[config.mk]
export PLATFORM = sky130hd
export DESIGN_NAME = gtr_ctrl
export DESIGN_NICKNAME = d
export VERILOG_FILES = /design/src/hdl/gtr_pkg.sv /design/src/hdl/gtr_ctrl.sv
export SDC_FILE = /design/constraint.sdc
export NUM_CORES = 1
export LEC_CHECK = 0
export BUFFER_PORTS_ARGS = -buffer_cell sky130_fd_sc_hd__buf_2
export CORE_AREA = 4 4 41 43
export DETAILED_ROUTE_END_ITERATION = 7
export DIE_AREA = 0 0 45 47
export GPL_TIMING_DRIVEN = 0
export PLACE_DENSITY = 0.52
export SLEW_MARGIN = 20
export SYNTH_ARGS = -nofsm -noshare
export SYNTH_HDL_FRONTEND = slang
export SYNTH_SLANG_ARGS = --single-unit
[constraint.sdc]
create_clock -name clk -period 1.9 [get_ports clk]
set_input_delay 0.285 -clock clk [delete_from_list [all_inputs] [get_ports clk]]
set_output_delay 0.285 -clock clk [all_outputs]
set_load 0.05 [all_outputs]
[src/hdl/gtr_pkg.sv]
// Shared types, codes and helpers for the glyph text renderer.
`default_nettype none

package gtr_pkg;

	// Default geometry and character range
	localparam int GLYPH_W_DEF = 8;
	localparam int GLYPH_H_DEF = 8;
	localparam int CHAR_LO_DEF = 32;
	localparam int CHAR_HI_DEF = 126;

	// Font store geometry
	localparam int FONT_DEPTH = 760;
	localparam int FONT_AW    = 10;

	// Font byte: bit 7 is the leftmost column
	localparam logic [2:0] FONT_MSB = 3'd7;

	localparam logic [12:0] CURSOR_MAX  = 13'h1FFF;
	localparam logic [31:0] TRANSPARENT = 32'hFFFF_FFFF;

	// Request actions
	localparam logic [1:0] ACT_START = 2'd0;
	localparam logic [1:0] ACT_DRAW  = 2'd1;
	localparam logic [1:0] ACT_LOAD  = 2'd2;

	// Control characters
	localparam logic [7:0] CHAR_NUL = 8'd0;
	localparam logic [7:0] CHAR_LF  = 8'd10;
	localparam logic [7:0] CHAR_CR  = 8'd13;

	// Register indexes
	localparam logic [2:0] REG_ORIGIN_X    = 3'd0;
	localparam logic [2:0] REG_ORIGIN_Y    = 3'd1;
	localparam logic [2:0] REG_FG_COLOR    = 3'd2;
	localparam logic [2:0] REG_BG_COLOR    = 3'd3;
	localparam logic [2:0] REG_SCREEN_W    = 3'd4;
	localparam logic [2:0] REG_SCREEN_H    = 3'd5;
	localparam logic [2:0] REG_ROW_PITCH   = 3'd6;
	localparam logic [2:0] REG_PIXEL_BYTES = 3'd7;

	// Controller states
	typedef enum logic [2:0] {
		ST_IDLE,
		ST_ROW,
		ST_EMIT,
		ST_FLUSH,
		ST_CUR_X,
		ST_CUR_Y
	} state_t;

	// Controller to datapath
	typedef struct packed {
		logic take;
		logic row_setup;
		logic emit_step;
		logic flush;
		logic cur_x;
		logic cur_y;
	} cmd_t;

	// Datapath to controller
	typedef struct packed {
		logic glyph;
		logic advance;
		logic row_clip;
		logic col_end;
		logic row_last;
		logic out_free;
		logic pend_valid;
	} stat_t;

	// Cursor add that saturates at the cursor range
	function automatic logic [12:0] sat_add(input logic [12:0] a, input logic [3:0] b);
		logic [13:0] s;
		s = {1'b0, a} + 14'(b);
		return (s > {1'b0, CURSOR_MAX}) ? CURSOR_MAX : s[12:0];
	endfunction

endpackage

`default_nettype wire

[src/hdl/gtr_ctrl.sv]
// Controller state machine of the glyph text renderer.
`default_nettype none

module gtr_ctrl (
	input  wire logic          clk,
	input  wire logic          arst_n,
	input  wire logic          in_valid,
	output logic               in_stall,
	input  wire gtr_pkg::stat_t st,
	output gtr_pkg::cmd_t      cmd
);

	gtr_pkg::state_t state_q, state_nx;

	// State register
	always_ff @(posedge clk or negedge arst_n) begin
		if (!arst_n) begin
			state_q <= gtr_pkg::ST_IDLE;
		end else begin
			state_q <= state_nx;
		end
	end

	// Next state and commands
	always_comb begin
		state_nx = state_q;
		cmd      = '0;
		in_stall = 1'b1;
		unique case (state_q)
			gtr_pkg::ST_IDLE: begin
				in_stall = 1'b0;
				if (in_valid) begin
					cmd.take = 1'b1;
					if (st.glyph) begin
						state_nx = gtr_pkg::ST_ROW;
					end else if (st.advance) begin
						state_nx = gtr_pkg::ST_CUR_X;
					end
				end
			end
			gtr_pkg::ST_ROW: begin
				// a row below the screen ends the glyph
				if (st.row_clip) begin
					state_nx = gtr_pkg::ST_FLUSH;
				end else begin
					cmd.row_setup = 1'b1;
					state_nx      = gtr_pkg::ST_EMIT;
				end
			end
			gtr_pkg::ST_EMIT: begin
				if (st.out_free) begin
					cmd.emit_step = 1'b1;
					if (st.col_end) begin
						state_nx = st.row_last ? gtr_pkg::ST_FLUSH : gtr_pkg::ST_ROW;
					end
				end
			end
			gtr_pkg::ST_FLUSH: begin
				if (st.out_free) begin
					cmd.flush = 1'b1;
					state_nx  = gtr_pkg::ST_CUR_X;
				end
			end
			gtr_pkg::ST_CUR_X: begin
				cmd.cur_x = 1'b1;
				state_nx  = gtr_pkg::ST_CUR_Y;
			end
			gtr_pkg::ST_CUR_Y: begin
				cmd.cur_y = 1'b1;
				state_nx  = gtr_pkg::ST_IDLE;
			end
			default: begin
				state_nx = gtr_pkg::ST_IDLE;
			end
		endcase
	end

endmodule

`default_nettype wire

Word-level counts from Yosys, hierarchy flattened. Cells that the tools add are included.

Equal/unequal tests: 10. Muxes and demuxes: 19. Reduce and logical (&&, ||, !) cells: 2.

Operator list (count): 3-bit two-way mux (6); 3-bit one-hot mux with 5 select lines (1); 1-bit two-way mux (11); 2-bit inequality test (second input constant) (4); 3-bit by 2-bit == test with 1-bit output (second input constant) (2); 3-bit == test (second input constant) (2); 5-bit AND reduction (1); 3-bit by 1-bit == test with 1-bit output (second input constant) (1); 3-bit logical NOT (1); 3-bit inequality test (second input constant) (1); 2-bit two-way mux (1).

Register bits: 3. Input port bits: 10.

Depth between registers and ports, before layout. Gate-level depths: netlist of the first run.

Depth in word-level cells: 4. Depth in mapped cells: 4.

Worst setup path before layout of the first run. OpenSTA, ideal clock, no wires.

Path kind: register to output. From: reg state_q[0]. To: out cmd[4] (netlist name). Data arrival time: 2151 ps. Required time: 1615 ps. Slack: -536 ps. Stages on the path, launching flop included: 3. Buffers on the path: 1. Path through: dfrtp_1 -> buf_2 -> nor4b_1.

RTL lines: start, declared (RTL line gtr_ctrl.sv:13) `gtr_pkg::state_t state_q, state_nx;`; start signal, assigned (RTL line gtr_ctrl.sv:18) `state_q <= gtr_pkg::ST_IDLE;`; start signal, assigned (RTL line gtr_ctrl.sv:20) `state_q <= state_nx;`; end, declared (RTL line gtr_ctrl.sv:10) `output gtr_pkg::cmd_t cmd`.

==> flow_summary_export.csv, run 1 <==
group,metric,value,unit
yosys,ys_ff_latch,3,
finish,reg_top3,"state_q x3",
cts,cts_tree,"done",
power,p_switching,0.357,mW
yosys,synth_ff_type,"dfrtp_1",
grt,grt_pass1_vias,286,
drt,wl_per_cell,9.99,µm
sta,grt_setup_unrepaired,"false",
yosys,synth_top_family_by_area,"simple AND/OR/NAND/NOR gates",
sta,fin_skew,0.00215,ns
yosys,synth_xor_xnor_area_share,0,%
yosys,synth_compound_area_share,23.7,%
power,power.internal,0.332,mW
cts,clockRootBuffer,"clkbuf_4",
yosys,synthMuxAreaShare,0,%
grt,grt_max_degree,11,
yosys,synth_cell_types,24,
finish,diodes,0,
sta,fin_crit_sh,90.1,%
sta,setup_tns,0,ns
yosys,synth_seq_area_share,27.9,%
worst_setup_path,worstSetupPathType,"flip-flop to output pin",
yosys,yosys-top-cells-area,"dfrtp_1 28%, nand2b_1 7.0%, buf_6 4.2%",
worst_setup_path,cp-start-kind,"flip-flop",
yosys,synthAdderAreaFrac,0,%
yosys,yosys_warnings,0,
yosys,synth_top_area_share,27.9,%
worst_setup_path,path_cells,"buf_6 > nor3_2 > and2_2 > buf_2",
floorplan,core,0.00130,mm²
finish,largest_register_ffs,3,
power,seq_power_share,19.5,%
floorplan,dieHeight,47,µm
sta,setup_viol,0,
finish,regMostFlops,"state_q",
cts,clock_sinks,3,
power,total_power,0.689,mW
sta,slew_headroom,79.9,%
cts,clkTransAtPathRegs,0.04,ns
finish,multi_input_area,176,µm²
worst_setup_path,setup.worst_path.end_class,"output pin",
cts,clkLatencyLatePin,0.23,ns
placement,gp_congestion,0.718,
finish,num-fill-cells,149,
floorplan,dieArea,0.00212,mm²
floorplan,row_count,13,
worst_setup_path,rrSetupSlack,0.68,ns
hold_path,hold_path_class,"input port to flip-flop",
finish,layout.nets,63,
cts,cts_post_setup_buffers_inserted,0,
worst_setup_path,worst-path-buf-inv,2,
drt,drc,0,
sta,worst_pin_slew,0.301,ns
power,powerDensity,1700,mW/mm²
cts,clockBufferDepth,2,
cts,cts_buffers,3,
sta,drv_slew,0,
finish,syn2layout_area_growth,50.7,%
yosys,netlist_area,269,µm²
power,p_leak,0.210,nW
yosys,synth_cells,32,
finish,drive_gt1_share,44.2,%
grt,overflow,0,
sta,fin_crit,1.71,ns
floorplan,start_util,20.7,%
yosys,yosys.area.top_type,"dfrtp_1",
finish,ff_latch_area,75.1,µm²
power,peakVddDrop,492,µV
grt,grt_pass1_wl,1.07,mm
worst_setup_path,cp.arrival,1.43,ns
worst_setup_path,crit_family,"simple AND/OR/NAND/NOR gates",
floorplan,ios,17,
power,p_sw_share,51.8,%
yosys,synth_common_cells,"3 x dfrtp_1, 3 x nand2b_1",
floorplan,die_w,45,µm
finish,final_area,405,µm²
grt,antenna_found_initial,0,
yosys,syn_nets,42,
grt,grt_usage,7.28,%
drt,drt_iter0_drc,0,
yosys,synth_edf_count,0,
yosys,syn_avg_cell_area,8.41,µm²
drt,antenna_left,0,
placement,port_buffers,15,
flow_run,max-cap-violations,0,
worst_setup_path,path_max_fanout,10,
run_status,outcome,"finished, final reports clean",
placement,hpwlAfterDp,519,µm
power,clkPwrFrac,15.9,%
power,combPwrFrac,64.6,%
yosys,synth_simple_gate_area_share,39.5,%
worst_setup_path,crit_required,1.62,ns
drt,routed_via_density,4.60,
worst_setup_path,critPathSlowestCell,"dfrtp_1",
worst_setup_path,max_stage_delay,0.36,ns
sta,hold_violations,0,
drt,vias,308,
yosys,async_flop_share,100,%
cts,htree_levels,1,
drt,wl,669,µm
sta,fmax,584,MHz
placement,dpl_cell_area,369,µm²
drt,first_pass_iters,1,
-- layout by cell type, fill, tap and decap left out, drive strengths merged, types with 2 or more instances in the layout --
| cell | n |
|---|---|
| buf | 17 |
| clkbuf | 4 |
| nand2b | 3 |
| dfrtp | 3 |
| nor2 | 2 |
| inv | 2 |
| nand2 | 2 |
| a21oi | 2 |
| and2 | 2 |
-- what timing repair did --
item,CTS,global route
resized for setup,0,0
endpoints found under the hold margin,3,0
hold buffers,1,0
-- area by class of cell --
class,instances,share of cell area (%)
well taps,15,4.63
flip-flops and latches,3,18.5
repair buffers,16,21.0
multi-input cells,25,43.5
plain buffers,2,4.01
clock buffers,4,6.48
inverters,2,1.85
-- routing by layer --
layer,global-route usage [%],wire [µm]
met1,7.78,303
met2,11.3,307
met3,4.60,58
met4,3.51,0
met5,0,0
-- cells by family after synthesis --
group,after synthesis
AO/OA/AOI/OAI,9
buffers and inverters,4
AND/OR/NAND/NOR,16
flip-flops,3
-- final timing paths --
check	from	to	cells after the start
worst max-delay path	state_q[2]$_DFFE_PN0P_	cmd[5]	4
worst min-delay path	st[1]	state_q[1]$_DFFE_PN0P_	2
worst max register to register	state_q[2]$_DFFE_PN0P_	state_q[0]$_DFFE_PN0P_	4
worst min register to register	state_q[2]$_DFFE_PN0P_	state_q[1]$_DFFE_PN0P_	2
max in group asynchronous	arst_n	state_q[1]$_DFFE_PN0P_	2
min in group asynchronous	arst_n	state_q[2]$_DFFE_PN0P_	2
-- through the flow --
step	hold slack, ns	setup WS, ns	util, %	cells
after global routing	0.349	0.0662	31.2	67
after floorplan	-0.0106	0.158	-	32
after global placement	0.0833	0.422	28.4	62
after detailed placement	0.0841	0.416	28.4	62
final	0.319	0.188	31.2	67
after CTS	0.315	0.160	31.2	67
-- power by group through the flow --
stage                     clock network, mW  logic, mW  registers [mW]
after global routing                  0.122      0.486           0.144
after detailed placement                  0      0.448           0.137
after global placement                    0      0.449           0.137
after floorplan                           0      0.365           0.127
final                                 0.110      0.445           0.134
after CTS                             0.116      0.452           0.136
-- worst reg2reg max path, stage by stage (launching register included) --
cell and delay [ns]:
dfrtp_1 0.36, buf_6 0.13, nor3_2 0.27, a22oi_1 0.14
o22a_1 0.20
Power figures use the tool's default switching activity.
==> inputs of run 2 (changes only) <==
--- a/config.mk
+++ b/config.mk
@@ -10,7 +10,7 @@
 export DETAILED_ROUTE_END_ITERATION = 7
 export DIE_AREA = 0 0 45 47
 export GPL_TIMING_DRIVEN = 0
-export PLACE_DENSITY = 0.52
+export PLACE_DENSITY = 0.54
 export SLEW_MARGIN = 20
 export SYNTH_ARGS = -nofsm -noshare
 export SYNTH_HDL_FRONTEND = slang
==> constraint.sdc (replaced) <==
create_clock -name clk -period 1.55 [get_ports clk]
set_input_delay 0.2325 -clock clk [delete_from_list [all_inputs] [get_ports clk]]
set_output_delay 0.2325 -clock clk [all_outputs]
set_load 0.05 [all_outputs]
==> flow_summary_export.csv, run 2 (synthesized netlist as in run 1, its figures left out) <==
group,metric,value,unit
run_status,outcome,"finished, final reports clean",
cts,cts_buffers,3,
cts,clockBufferDepth,2,
finish,largest_register_ffs,3,
power,peakVddDrop,675,µV
grt,grt_pass1_wl,1.32,mm
sta,fin_crit,1.53,ns
finish,layout_common_cells,"10 x buf_2, 5 x buf_6, 3 x nand2b_1, 3 x clkbuf_4, 3 x buf_4",
sta,setup_viol,0,
finish,multi_input_area,203,µm²
sta,setup_tns,0,ns
finish,regMostFlops,"state_q",
power,seq_power_share,16.5,%
grt,grt_usage,8.62,%
worst_setup_path,crit_required,1.32,ns
worst_setup_path,cp.arrival,1.29,ns
grt,antenna_found_initial,0,
drt,wl,777,µm
worst_setup_path,path_max_fanout,9,
grt,grt_max_degree,11,
grt,grt_pass1_vias,319,
floorplan,core,0.00130,mm²
drt,wl_per_cell,10.9,µm
cts,clkLatencyLatePin,0.23,ns
sta,slew_headroom,81.8,%
sta,drv_slew,0,
floorplan,start_util,20.7,%
drt,drt_iter0_drc,1,
finish,diodes,0,
power,p_leak,0.241,nW
power,combPwrFrac,70.8,%
flow_run,max-cap-violations,0,
power,powerDensity,2120,mW/mm²
power,p_sw_share,47.7,%
cts,clockRootBuffer,"clkbuf_4",
sta,worst_pin_slew,0.269,ns
floorplan,dieArea,0.00212,mm²
sta,hold_violations,0,
finish,layout.nets,67,
sta,fin_crit_sh,98.5,%
finish,final_area,505,µm²
sta,fmax,655,MHz
sta,setup_ws,0.0239,ns
worst_setup_path,cp-start-kind,"flip-flop",
placement,gp_congestion,0.737,
finish,num-fill-cells,150,
drt,routed_via_density,4.46,
sta,fin_skew,0.00248,ns
power,total_power,1.07,mW
drt,first_pass_iters,2,
drt,vias,317,
placement,dp_cells,62,
placement,port_buffers,15,
power,p_switching,0.510,mW
finish,ff_latch_area,76.3,µm²
worst_setup_path,worstSetupPathType,"flip-flop to output pin",
drt,drc,0,
worst_setup_path,setup.worst_path.end_class,"output pin",
floorplan,row_count,13,
finish,reg_top3,"state_q x3",
cts,cts_tree,"done",
drt,antenna_left,0,
hold_path,hold_path_class,"input port to flip-flop",
floorplan,die_w,45,µm
finish,syn2layout_area_growth,87.9,%
grt,overflow,0,
cts,clock_sinks,3,
placement,pre_cts_ws,0.117,ns
finish,layout_commonest_cell,"buf_2",
finish,drive_gt1_share,55.4,%
power,clkPwrFrac,12.7,%
floorplan,ios,17,
placement,dpl_cell_area,380,µm²
cts,htree_levels,1,
cts,clkTransAtPathRegs,0.04,ns
power,power.internal,0.560,mW
sta,grt_setup_unrepaired,"true",
floorplan,dieHeight,47,µm
finish,final_cells,71,
==> run 2: layout make-up <==
cell class              instances  area share [%]
multi-input cells              25            40.1
flip-flops and latches          3            15.1
repair buffers                 20            30.0
plain buffers                   2            4.46
inverters                       2            1.49
clock buffers                   4            5.20
well taps                      15            3.71
==> run 2: final timing paths <==
| path | start | end | slack [ns] | cells after the start |
|---|---|---|---|---|
| min in group asynchronous | arst_n | state_q[2]$_DFFE_PN0P_ | 0.33 | 2 |
| max in group asynchronous | arst_n | state_q[1]$_DFFE_PN0P_ | 1.11 | 2 |
| worst max-delay path | state_q[2]$_DFFE_PN0P_ | cmd[3] | 0.02 | 5 |
| worst max register to register | state_q[1]$_DFFE_PN0P_ | state_q[0]$_DFFE_PN0P_ | 0.21 | 4 |
| worst min register to register | state_q[2]$_DFFE_PN0P_ | state_q[1]$_DFFE_PN0P_ | 0.65 | 3 |
| worst min-delay path | st[1] | state_q[1]$_DFFE_PN0P_ | 0.26 | 2 |
==> run 2: timing repair <==
action	in CTS	in global routing
resized for setup	12	7
hold buffers	1	0
setup endpoints to repair	5	5
endpoints found under the hold margin	3	0
pin swaps	0	2
setup buffers	1	3
gates cloned	0	0
==> run 2: worst max-delay path, stage by stage (launching register included) <==
cell     delay, ns
dfrtp_1       0.36
buf_6         0.14
and2b_1       0.23
nand2_1       0.07
nor2_2        0.10
buf_6         0.16
==> run 2: power groups by stage <==
stage | Combinational, mW | Clock, mW | Sequential, mW
floorplan | 0.467 | 0 | 0.160
global placement | 0.571 | 0 | 0.171
detailed placement | 0.572 | 0 | 0.172
CTS | 0.657 | 0.142 | 0.188
global route | 0.811 | 0.151 | 0.184
finish | 0.758 | 0.136 | 0.176
==> run 2: through the flow <==
step                hold slack [ns]  util, %
floorplan                   -0.0631        -
global placement             0.0310     29.2
detailed placement           0.0326     29.2
CTS                           0.261     35.4
global route                  0.269     38.8
finish                        0.263     38.8
==> run 2: per-layer routing <==
layer / part of all wire [%] / wire length (µm) / track usage [%]
met2: 50 / 388 / 13.3
met4: 0 / 0 / 1.75
met3: 5.8 / 45 / 4.98
met1: 44 / 344 / 10.5
met5: 0 / 0 / 0
